--- config.mk ---
export PLATFORM = sky130hd
export DESIGN_NAME = cursor_sequence_store_flat
export DESIGN_NICKNAME = d
export VERILOG_FILES = /design/src/hw/rtl/css_pkg.sv /design/src/hw/rtl/css_if.sv /design/src/hw/rtl/css_store.sv /design/src/hw/rtl/css_ctrl.sv /design/src/hw/rtl/cursor_sequence_store.sv /design/src/flat_wrapper.sv
export SDC_FILE = /design/constraint.sdc
export NUM_CORES = 2
export LEC_CHECK = 0
export ABC_AREA = 1
export CORE_ASPECT_RATIO = 0.7
export CORE_MARGIN = 5
export CORE_UTILIZATION = 63
export DETAILED_ROUTE_END_ITERATION = 10
export DONT_BUFFER_PORTS = 1
export GPL_ROUTABILITY_DRIVEN = 0
export PLACE_DENSITY = 0.79
export SYNTH_ARGS = -nofsm -noshare
export SYNTH_HDL_FRONTEND = slang
export SYNTH_HIERARCHICAL = 1
export SYNTH_SLANG_ARGS = --single-unit
--- constraint.sdc ---
create_clock -name i_clk -period 13.3 [get_ports i_clk]
set_input_delay 2.66 -clock i_clk [delete_from_list [all_inputs] [get_ports i_clk]]
set_output_delay 2.66 -clock i_clk [all_outputs]
set_load 0.05 [all_outputs]
--- src/hw/rtl/css_pkg.sv ---
// Shared types and operation codes for the cursor sequence store.
package css_pkg;

    localparam logic [3:0] MODE_START       = 4'd0;
    localparam logic [3:0] MODE_END         = 4'd1;
    localparam logic [3:0] MODE_ADVANCE     = 4'd2;
    localparam logic [3:0] MODE_RETREAT     = 4'd3;
    localparam logic [3:0] MODE_INSERT      = 4'd4;
    localparam logic [3:0] MODE_ATTACH      = 4'd5;
    localparam logic [3:0] MODE_REMOVE      = 4'd6;
    localparam logic [3:0] MODE_INS_FRONT   = 4'd7;
    localparam logic [3:0] MODE_ATT_BACK    = 4'd8;
    localparam logic [3:0] MODE_REM_FRONT   = 4'd9;
    localparam logic [3:0] MODE_QUERY       = 4'd10;

    // Memory port control from the sequencer to the word store
    typedef struct packed {
        logic rd_en;
        logic wr_en;
        logic wr_from_rd;
    } t_mem_ctl;

endpackage

--- src/hw/rtl/css_if.sv ---
// Valid/ready channel interfaces for operation and result transactions.
interface css_in_if;
    logic        valid;
    logic        ready;
    logic [3:0]  mode;
    logic [31:0] entry_value;
    logic [4:0]  read_index;

    modport source (output valid, output mode, output entry_value, output read_index,
                    input ready);
    modport sink   (input valid, input mode, input entry_value, input read_index,
                    output ready);
endinterface

interface css_out_if;
    logic        valid;
    logic        ready;
    logic        accepted;
    logic        has_current;
    logic [31:0] current_value;
    logic [5:0]  item_count;
    logic [31:0] read_value;
    logic        read_valid;

    modport source (output valid, output accepted, output has_current,
                    output current_value, output item_count, output read_value,
                    output read_valid, input ready);
    modport sink   (input valid, input accepted, input has_current,
                    input current_value, input item_count, input read_value,
                    input read_valid, output ready);
endinterface

--- src/hw/rtl/css_store.sv ---
// Word store: memory with one read port and one write port, and registered read data.
module css_store #(
    parameter int DEPTH     = 32,
    parameter int WORD_BITS = 32,
    parameter int AW        = $clog2(DEPTH)
) (
    input  logic                 i_clk,
    input  css_pkg::t_mem_ctl    i_ctl,
    input  logic [AW-1:0]        i_waddr,
    input  logic [AW-1:0]        i_raddr,
    input  logic [WORD_BITS-1:0] i_word,
    output logic [WORD_BITS-1:0] o_rd_data
);

    logic [WORD_BITS-1:0] r_mem [DEPTH];
    logic [WORD_BITS-1:0] r_rd_data;

    always_ff @(posedge i_clk) begin
        if (i_ctl.rd_en) begin
            r_rd_data <= r_mem[i_raddr];
        end
    end

    // A shift step writes back the word fetched in the cycle before
    always_ff @(posedge i_clk) begin
        if (i_ctl.wr_en) begin
            r_mem[i_waddr] <= i_ctl.wr_from_rd ? r_rd_data : i_word;
        end
    end

    assign o_rd_data = r_rd_data;

endmodule

--- src/hw/rtl/css_ctrl.sv ---
// Sequencer: decodes an operation, steps the shift loop, gathers the result.
module css_ctrl #(
    parameter int DEPTH     = 32,
    parameter int WORD_BITS = 32,
    parameter int AW        = $clog2(DEPTH),
    parameter int CW        = $clog2(DEPTH + 1)
) (
    input  logic                 i_clk,
    input  logic                 i_rst_n,
    css_in_if.sink               i_in,
    css_out_if.source            o_out,
    output css_pkg::t_mem_ctl    o_ctl,
    output logic [AW-1:0]        o_waddr,
    output logic [AW-1:0]        o_raddr,
    output logic [WORD_BITS-1:0] o_word,
    input  logic [WORD_BITS-1:0] i_rd_data
);

    localparam logic [2:0] S_IDLE = 3'd0;
    localparam logic [2:0] S_STEP = 3'd1;
    localparam logic [2:0] S_MOVE = 3'd2;
    localparam logic [2:0] S_PUT  = 3'd3;
    localparam logic [2:0] S_RCUR = 3'd4;
    localparam logic [2:0] S_RIDX = 3'd5;
    localparam logic [2:0] S_DONE = 3'd6;

    logic [2:0]           r_state, n_state;
    logic [CW-1:0]        r_count, n_count;
    logic [CW-1:0]        r_cursor, n_cursor;
    logic [CW-1:0]        r_i, n_i;
    logic [CW-1:0]        r_p, n_p;
    logic [CW-1:0]        r_lim, n_lim;
    logic                 r_open, n_open;
    logic                 r_ok, n_ok;
    logic [WORD_BITS-1:0] r_word, n_word;
    logic [4:0]           r_ridx, n_ridx;
    logic [WORD_BITS-1:0] r_cur_val, n_cur_val;

    logic                 r_ov, n_ov;
    logic                 r_acc, n_acc;
    logic                 r_hc, n_hc;
    logic [31:0]          r_cv, n_cv;
    logic [5:0]           r_cnt, n_cnt;
    logic [31:0]          r_rv, n_rv;
    logic                 r_rvd, n_rvd;

    logic                 w_cur;
    logic                 w_room;
    logic [CW-1:0]        w_src;
    logic                 w_more;
    logic [63:0]          w_ent64;
    logic [63:0]          w_cv64;
    logic [63:0]          w_rd64;
    logic [31:0]          w_ridx32;
    logic [31:0]          w_cnt32;
    logic                 w_rvalid;

    assign w_cur    = r_cursor < r_count;
    assign w_room   = r_count < CW'(DEPTH);
    // Shared step unit: source index one below (open gap) or above (close gap)
    assign w_src    = r_open ? (r_i - CW'(1)) : (r_i + CW'(1));
    assign w_more   = r_open ? (r_i != r_p) : (w_src < r_lim);
    assign w_ent64  = 64'(i_in.entry_value);
    assign w_cv64   = 64'(r_cur_val);
    assign w_rd64   = 64'(i_rd_data);
    assign w_ridx32 = 32'(r_ridx);
    assign w_cnt32  = 32'(r_count);
    assign w_rvalid = w_ridx32 < w_cnt32;

    assign i_in.ready = (r_state == S_IDLE);
    assign o_word     = r_word;

    always_comb begin
        logic [CW-1:0] v_p;
        v_p       = '0;
        n_state   = r_state;
        n_count   = r_count;
        n_cursor  = r_cursor;
        n_i       = r_i;
        n_p       = r_p;
        n_lim     = r_lim;
        n_open    = r_open;
        n_ok      = r_ok;
        n_word    = r_word;
        n_ridx    = r_ridx;
        n_cur_val = r_cur_val;
        n_ov      = r_ov;
        n_acc     = r_acc;
        n_hc      = r_hc;
        n_cv      = r_cv;
        n_cnt     = r_cnt;
        n_rv      = r_rv;
        n_rvd     = r_rvd;
        o_ctl     = '0;
        o_waddr   = r_i[AW-1:0];
        o_raddr   = w_src[AW-1:0];

        if (r_ov && o_out.ready) begin
            n_ov = 1'b0;
        end

        case (r_state)
            S_IDLE: begin
                if (i_in.valid) begin
                    n_word  = w_ent64[WORD_BITS-1:0];
                    n_ridx  = i_in.read_index;
                    n_ok    = 1'b0;
                    n_lim   = r_count;
                    n_state = S_RCUR;
                    case (i_in.mode)
                        css_pkg::MODE_START: begin
                            n_cursor = '0;
                            n_ok     = 1'b1;
                        end
                        css_pkg::MODE_END: begin
                            if (r_count != '0) begin
                                n_cursor = r_count - CW'(1);
                                n_ok     = 1'b1;
                            end
                        end
                        css_pkg::MODE_ADVANCE: begin
                            if (w_cur) begin
                                n_cursor = r_cursor + CW'(1);
                                n_ok     = 1'b1;
                            end
                        end
                        css_pkg::MODE_RETREAT: begin
                            if (w_cur && r_cursor != '0) begin
                                n_cursor = r_cursor - CW'(1);
                                n_ok     = 1'b1;
                            end
                        end
                        css_pkg::MODE_INSERT, css_pkg::MODE_ATTACH,
                        css_pkg::MODE_INS_FRONT, css_pkg::MODE_ATT_BACK: begin
                            if (w_room) begin
                                case (i_in.mode)
                                    css_pkg::MODE_INSERT:
                                        v_p = w_cur ? r_cursor : '0;
                                    css_pkg::MODE_ATTACH:
                                        v_p = w_cur ? (r_cursor + CW'(1)) : r_count;
                                    css_pkg::MODE_INS_FRONT:
                                        v_p = '0;
                                    default:
                                        v_p = r_count;
                                endcase
                                n_p      = v_p;
                                n_i      = r_count;
                                n_open   = 1'b1;
                                n_cursor = v_p;
                                n_count  = r_count + CW'(1);
                                n_ok     = 1'b1;
                                n_state  = S_STEP;
                            end
                        end
                        css_pkg::MODE_REMOVE, css_pkg::MODE_REM_FRONT: begin
                            if (w_cur) begin
                                n_open  = 1'b0;
                                n_count = r_count - CW'(1);
                                n_ok    = 1'b1;
                                n_state = S_STEP;
                                if (i_in.mode == css_pkg::MODE_REMOVE) begin
                                    n_i = r_cursor;
                                end else begin
                                    n_i      = '0;
                                    n_cursor = '0;
                                end
                            end
                        end
                        css_pkg::MODE_QUERY: begin
                            n_ok = 1'b1;
                        end
                        default: begin
                            n_ok = 1'b0;
                        end
                    endcase
                end
            end
            S_STEP: begin
                if (w_more) begin
                    o_ctl.rd_en = 1'b1;
                    n_state     = S_MOVE;
                end else if (r_open) begin
                    n_state = S_PUT;
                end else begin
                    n_state = S_RCUR;
                end
            end
            S_MOVE: begin
                o_ctl.wr_en      = 1'b1;
                o_ctl.wr_from_rd = 1'b1;
                n_i              = w_src;
                n_state          = S_STEP;
            end
            S_PUT: begin
                o_ctl.wr_en = 1'b1;
                o_waddr     = r_p[AW-1:0];
                n_state     = S_RCUR;
            end
            S_RCUR: begin
                o_ctl.rd_en = 1'b1;
                o_raddr     = r_cursor[AW-1:0];
                n_state     = S_RIDX;
            end
            S_RIDX: begin
                n_cur_val   = w_cur ? i_rd_data : '0;
                o_ctl.rd_en = 1'b1;
                o_raddr     = w_ridx32[AW-1:0];
                n_state     = S_DONE;
            end
            S_DONE: begin
                // Hold until the previous result has left the output register
                if (!r_ov || o_out.ready) begin
                    n_ov    = 1'b1;
                    n_acc   = r_ok;
                    n_hc    = w_cur;
                    n_cv    = w_cv64[31:0];
                    n_cnt   = w_cnt32[5:0];
                    n_rvd   = w_rvalid;
                    n_rv    = w_rvalid ? w_rd64[31:0] : '0;
                    n_state = S_IDLE;
                end
            end
            default: begin
                n_state = S_IDLE;
            end
        endcase
    end

    always_ff @(posedge i_clk) begin
        if (!i_rst_n) begin
            r_state  <= S_IDLE;
            r_count  <= '0;
            r_cursor <= '0;
            r_ov     <= 1'b0;
        end else begin
            r_state  <= n_state;
            r_count  <= n_count;
            r_cursor <= n_cursor;
            r_ov     <= n_ov;
        end
    end

    always_ff @(posedge i_clk) begin
        r_i       <= n_i;
        r_p       <= n_p;
        r_lim     <= n_lim;
        r_open    <= n_open;
        r_ok      <= n_ok;
        r_word    <= n_word;
        r_ridx    <= n_ridx;
        r_cur_val <= n_cur_val;
        r_acc     <= n_acc;
        r_hc      <= n_hc;
        r_cv      <= n_cv;
        r_cnt     <= n_cnt;
        r_rv      <= n_rv;
        r_rvd     <= n_rvd;
    end

    assign o_out.valid         = r_ov;
    assign o_out.accepted      = r_acc;
    assign o_out.has_current   = r_hc;
    assign o_out.current_value = r_cv;
    assign o_out.item_count    = r_cnt;
    assign o_out.read_value    = r_rv;
    assign o_out.read_valid    = r_rvd;

endmodule

--- src/hw/rtl/cursor_sequence_store.sv ---
// Moves and queries pass through the cursor read, the index read and the result step before
// the result is registered. Shifting operations add a read and a write-back per word moved
// through the memory, a final loop check, and for an insert or attach a write of the new word.
// The next operation is taken while the last result waits to be read.
// Reset (synchronous, active low) empties the store; words at or above the count are
// never reported, so the memory needs no clearing pass.
module cursor_sequence_store #(
    parameter int DEPTH     = 32,
    parameter int WORD_BITS = 32
) (
    input  logic      i_clk,
    input  logic      i_rst_n,
    css_in_if.sink    i_in,
    css_out_if.source o_out
);

    localparam int AW = $clog2(DEPTH);

    css_pkg::t_mem_ctl    w_ctl;
    logic [AW-1:0]        w_waddr;
    logic [AW-1:0]        w_raddr;
    logic [WORD_BITS-1:0] w_word;
    logic [WORD_BITS-1:0] w_rd_data;

    css_ctrl #(
        .DEPTH     (DEPTH),
        .WORD_BITS (WORD_BITS)
    ) u_ctrl (
        .i_clk     (i_clk),
        .i_rst_n   (i_rst_n),
        .i_in      (i_in),
        .o_out     (o_out),
        .o_ctl     (w_ctl),
        .o_waddr   (w_waddr),
        .o_raddr   (w_raddr),
        .o_word    (w_word),
        .i_rd_data (w_rd_data)
    );

    css_store #(
        .DEPTH     (DEPTH),
        .WORD_BITS (WORD_BITS)
    ) u_store (
        .i_clk     (i_clk),
        .i_ctl     (w_ctl),
        .i_waddr   (w_waddr),
        .i_raddr   (w_raddr),
        .i_word    (w_word),
        .o_rd_data (w_rd_data)
    );

endmodule

--- src/flat_wrapper.sv ---
// flat-port wrapper written by rule: the top's interface ports become plain ports
module cursor_sequence_store_flat 
#(
    parameter int DEPTH     = 32,
    parameter int WORD_BITS = 32
)
  (i_clk, i_rst_n, i_in_valid, i_in_mode, i_in_entry_value, i_in_read_index, i_in_ready, o_out_valid, o_out_accepted, o_out_has_current, o_out_current_value, o_out_item_count, o_out_read_value, o_out_read_valid, o_out_ready);
  css_in_if i_in_i ();
  css_out_if o_out_i ();
  input  logic i_clk;
  input  logic i_rst_n;
  input wire logic [$bits(i_in_i.valid)-1:0] i_in_valid;
  input wire logic [$bits(i_in_i.mode)-1:0] i_in_mode;
  input wire logic [$bits(i_in_i.entry_value)-1:0] i_in_entry_value;
  input wire logic [$bits(i_in_i.read_index)-1:0] i_in_read_index;
  output wire logic [$bits(i_in_i.ready)-1:0] i_in_ready;
  output wire logic [$bits(o_out_i.valid)-1:0] o_out_valid;
  output wire logic [$bits(o_out_i.accepted)-1:0] o_out_accepted;
  output wire logic [$bits(o_out_i.has_current)-1:0] o_out_has_current;
  output wire logic [$bits(o_out_i.current_value)-1:0] o_out_current_value;
  output wire logic [$bits(o_out_i.item_count)-1:0] o_out_item_count;
  output wire logic [$bits(o_out_i.read_value)-1:0] o_out_read_value;
  output wire logic [$bits(o_out_i.read_valid)-1:0] o_out_read_valid;
  input wire logic [$bits(o_out_i.ready)-1:0] o_out_ready;
  assign i_in_i.valid = i_in_valid;
  assign i_in_i.mode = i_in_mode;
  assign i_in_i.entry_value = i_in_entry_value;
  assign i_in_i.read_index = i_in_read_index;
  assign i_in_ready = i_in_i.ready;
  assign o_out_valid = o_out_i.valid;
  assign o_out_accepted = o_out_i.accepted;
  assign o_out_has_current = o_out_i.has_current;
  assign o_out_current_value = o_out_i.current_value;
  assign o_out_item_count = o_out_i.item_count;
  assign o_out_read_value = o_out_i.read_value;
  assign o_out_read_valid = o_out_i.read_valid;
  assign o_out_i.ready = o_out_ready;
  cursor_sequence_store #(.DEPTH(DEPTH), .WORD_BITS(WORD_BITS)) u_core (.i_clk(i_clk), .i_rst_n(i_rst_n), .i_in(i_in_i), .o_out(o_out_i));
endmodule
==> impl_metrics.yaml <==
route:
  drt_pre_antenna_iters: 6
  ant_nets: 0
  wl_per_cell_um: 24.93
  vias_per_cell: 6.326
  drc: 0
  drt_iter0_markers: 5556
  num_vias: 33990
  drt_wl_total_mm: 133.9
logic_synthesis:
  synth_nets: 4362
  avgSynthCellArea_um2: 11.87
  netlist_area_um2: 50950
  synth_warnings: 6
  ys_async_sr_fraction: 0
  synth_flop_cell: "edfxtp_1"
  synth-edff-count: 1218
  ys_seq_area_frac: 0.7242
  netlist_top_cells_area: "edfxtp_1 72%, nand2_1 12%, nand3_1 8.0%"
  syn_inst: 4293
  synth_top_area_cell: "edfxtp_1"
  synthDistinctLibCells: 44
  synth_top_area_share: 0.7179
  ys_ff_latch: 1234
outcome:
  status: "finished, final reports clean"
critical_path:
  slowest_delay_ns: 0.59
  cp_slowest_cell: "buf_4"
  crit_required_ns: 13.84
  crit_family: "buffers and inverters"
  reg2reg_slack_ns: 7.87
  cp_common_cell: "nand2_1"
  start_kind: "flop"
  cp.arrival_ns: 5.97
  end_kind: "flop"
  cp_num_buf_inv: 7
  worst-setup-path-type: "flop to flop"
  path_max_fanout: 135
  path_cells: "inv_1, nor2_1, inv_1, nor2_4, buf_4, nand2_1, o211ai_1, buf_12, inv_8, buf_4, buf_4, nand3_1, nand3_1, nand2_1, nand2_1, nand2_1, nand2_1, nand2_1"
floorplanning:
  start_util: 0.6342
  core-area_um2: 80330
  rows: 87
  pin_count: 120
  die-area_um2: 86750
  die_h_um: 247.9
  die_width_um: 349.9
final_layout:
  nets: 4287
  fillers: 5304
  multi_input_area_um2: 12330
  seq_area_um2: 36900
  final_common_cell: "nand2_1"
  drive_gt1_frac: 0.07367
  fin_util: 0.6830
  area.growth.synth_to_final_pct: 7.702
  final_cell_mix: "1,580 x nand2_1, 1,218 x edfxtp_1, 815 x nand3_1"
  final_cells: 5373
placed_design:
  dp.cells: 5180
  io_buffer_count: 0
  pre_cts_slack_ns: 8.175
  dp_hpwl_mm: 65.48
clocking:
  h-tree-depth: 3
  clk_pin_slew_ns: 0.07
  cts_tree: "done"
  cts_sinks: 1234
  numCtsBuffers: 104
  cts_hold_buf: 0
  cts_resized: 0
  clk_latency_ns: 0.68
  post_cts_buffers: 0
  cts_root_buf: "clkbuf_16"
  clk_path_buf_depth: 3
timing:
  clock_skew_ns: 0.02656
  hold_viol: 0
  drv_slew: 0
  fin_ws_ns: 7.873
  period_share: 0.4081
  finalSetupViolCount: 0
  min_period_ns: 5.427
  grt_setup_unrepaired: "no"
  fmax_ghz: 0.1842
  tns_ns: 0
  slew_headroom: 0.1445
  tightest_slew_ns: 1.283
pwr:
  peakVddDrop_v: 0.0002761
  power.leakage_nw: 19.99
  finalPower_w: 0.01206
  power-per-cell-area_nw_per_um2: 219.9
global_route:
  grt.total_usage: 0.3064
  antenna_found_initial: 2
  grt_max_degree: 220
  grt_pass1_wl_mm: 198.3
  first_global_vias: 32560
  grt.overflow.total: 0
worst_hold_path:
  hp-class: "flop to flop"
flow_run:
  cap_viol_max_count: 0
## kinds of logic after synthesis
group	synth area share
xor gates and xnor gates	0.002579
adders and majority gates	0.006041
AOI/OAI and AO/OA	0.008424
DFF	0.7242
buffers and inverters	0.03959
and+or+nand+nor	0.2121
muxes	0.007073
## sequential cells by signal, summed over array words and instances (netlist names)
register,flops
u_core/u_ctrl/r_ridx,5
u_core/u_ctrl/r_state,3
u_core/u_store/o_rd_data,32
u_core/u_ctrl/o_out.read_valid,1
u_core/u_store/r_mem,1024
u_core/u_ctrl/o_out.accepted,1
u_core/u_ctrl/r_p,6
u_core/u_ctrl/r_lim,6
u_core/u_ctrl/r_open,1
u_core/u_ctrl/o_out.valid,1
u_core/u_ctrl/o_out.item_count,6
u_core/u_ctrl/r_count,6
u_core/u_ctrl/r_ok,1
u_core/u_ctrl/r_cursor,6
u_core/u_ctrl/o_out.has_current,1
u_core/u_ctrl/o_word,32
u_core/u_ctrl/o_out.current_value,32
u_core/u_ctrl/o_out.read_value,32
u_core/u_ctrl/r_cur_val,32
u_core/u_ctrl/r_i,6
## routing by layer
| metal | up-vias | GRT usage | share of wire |
|---|---|---|---|
| li1 | 14740 | - | - |
| met4 | 0 | 0.1256 | 0.045 |
| met5 | - | 0 | 0 |
| met1 | 16170 | 0.4469 | 0.36 |
| met3 | 411 | 0.07076 | 0.15 |
| met2 | 2671 | 0.4549 | 0.44 |
## final timing paths
| path | startpoint | endpoint | depth (start not counted) |
|---|---|---|---|
| min reg2reg | u_core/u_ctrl/r_cur_val[31]$_SDFFCE_PP0N_ | u_core/u_ctrl/o_out.current_value[31]$_DFFE_PP_ | 0 |
| max reg2reg | u_core/u_ctrl/r_state[2]$_SDFFE_PN0P_ | u_core/u_store/o_rd_data[31]$_DFFE_PP_ | 18 |
| min | u_core/u_ctrl/r_cur_val[31]$_SDFFCE_PP0N_ | u_core/u_ctrl/o_out.current_value[31]$_DFFE_PP_ | 0 |
| max | u_core/u_ctrl/r_state[2]$_SDFFE_PN0P_ | u_core/u_store/o_rd_data[31]$_DFFE_PP_ | 18 |
## layout make-up
cell class | count | area share
multi-input combinational | 2714 | 0.2246
sequential | 1234 | 0.6724
tap | 1068 | 0.02435
clock buffer | 125 | 0.04964
timing repair buffer | 53 | 0.008619
inverter | 111 | 0.008300
antenna | 2 | 0.00009121
clock inverter | 66 | 0.01195
## where the power goes
group	switching (W)	internal, W	leakage (nW)
clock network	0.00137	0.00170	1.65
registers	0.000142	0.00468	11.1
logic	0.00311	0.00107	7.20
total	0.00462	0.00745	20.0
## synthesized netlist by cell type (3+ instances only)
library cell	count
mux2_1	7
dfxtp_1	16
nand2_4	5
inv_1	94
nor3_1	9
o21ai_0	23
a21oi_1	24
o211ai_1	3
nand4_1	3
nand2_1	1581
nand2_2	12
buf_4	31
nor2_4	4
buf_6	58
inv_2	10
xor2_1	13
a31oi_1	3
a21oi_2	3
nor2_1	136
clkbuf_1	22
buf_2	101
inv_4	3
nand3_1	815
edfxtp_1	1218
o221ai_1	3
buf_1	19
mux2_2	25
o21ai_1	8
ha_1	23
## through the flow
step                hold slack [ns]  area (um^2)
floorplan                    0.4003        50950
global placement             0.4005        51490
detailed placement           0.4045        51490
CTS                          0.4198        54870
global route                 0.4257        54870
finish                       0.4193        54870
## worst reg2reg max path, cell delays in order (launching register included)
cell,delay [ns]
dfxtp_1,0.38
inv_1,0.11
nor2_1,0.41
inv_1,0.26
nor2_4,0.15
buf_4,0.45
nand2_1,0.13
o211ai_1,0.22
buf_12,0.58
inv_8,0.47
buf_4,0.76
buf_4,0.57
nand3_1,0.24
nand3_1,0.11
nand2_1,0.11
nand2_1,0.06
nand2_1,0.12
nand2_1,0.07
nand2_1,0.11
(Power assumes the default switching activity.)
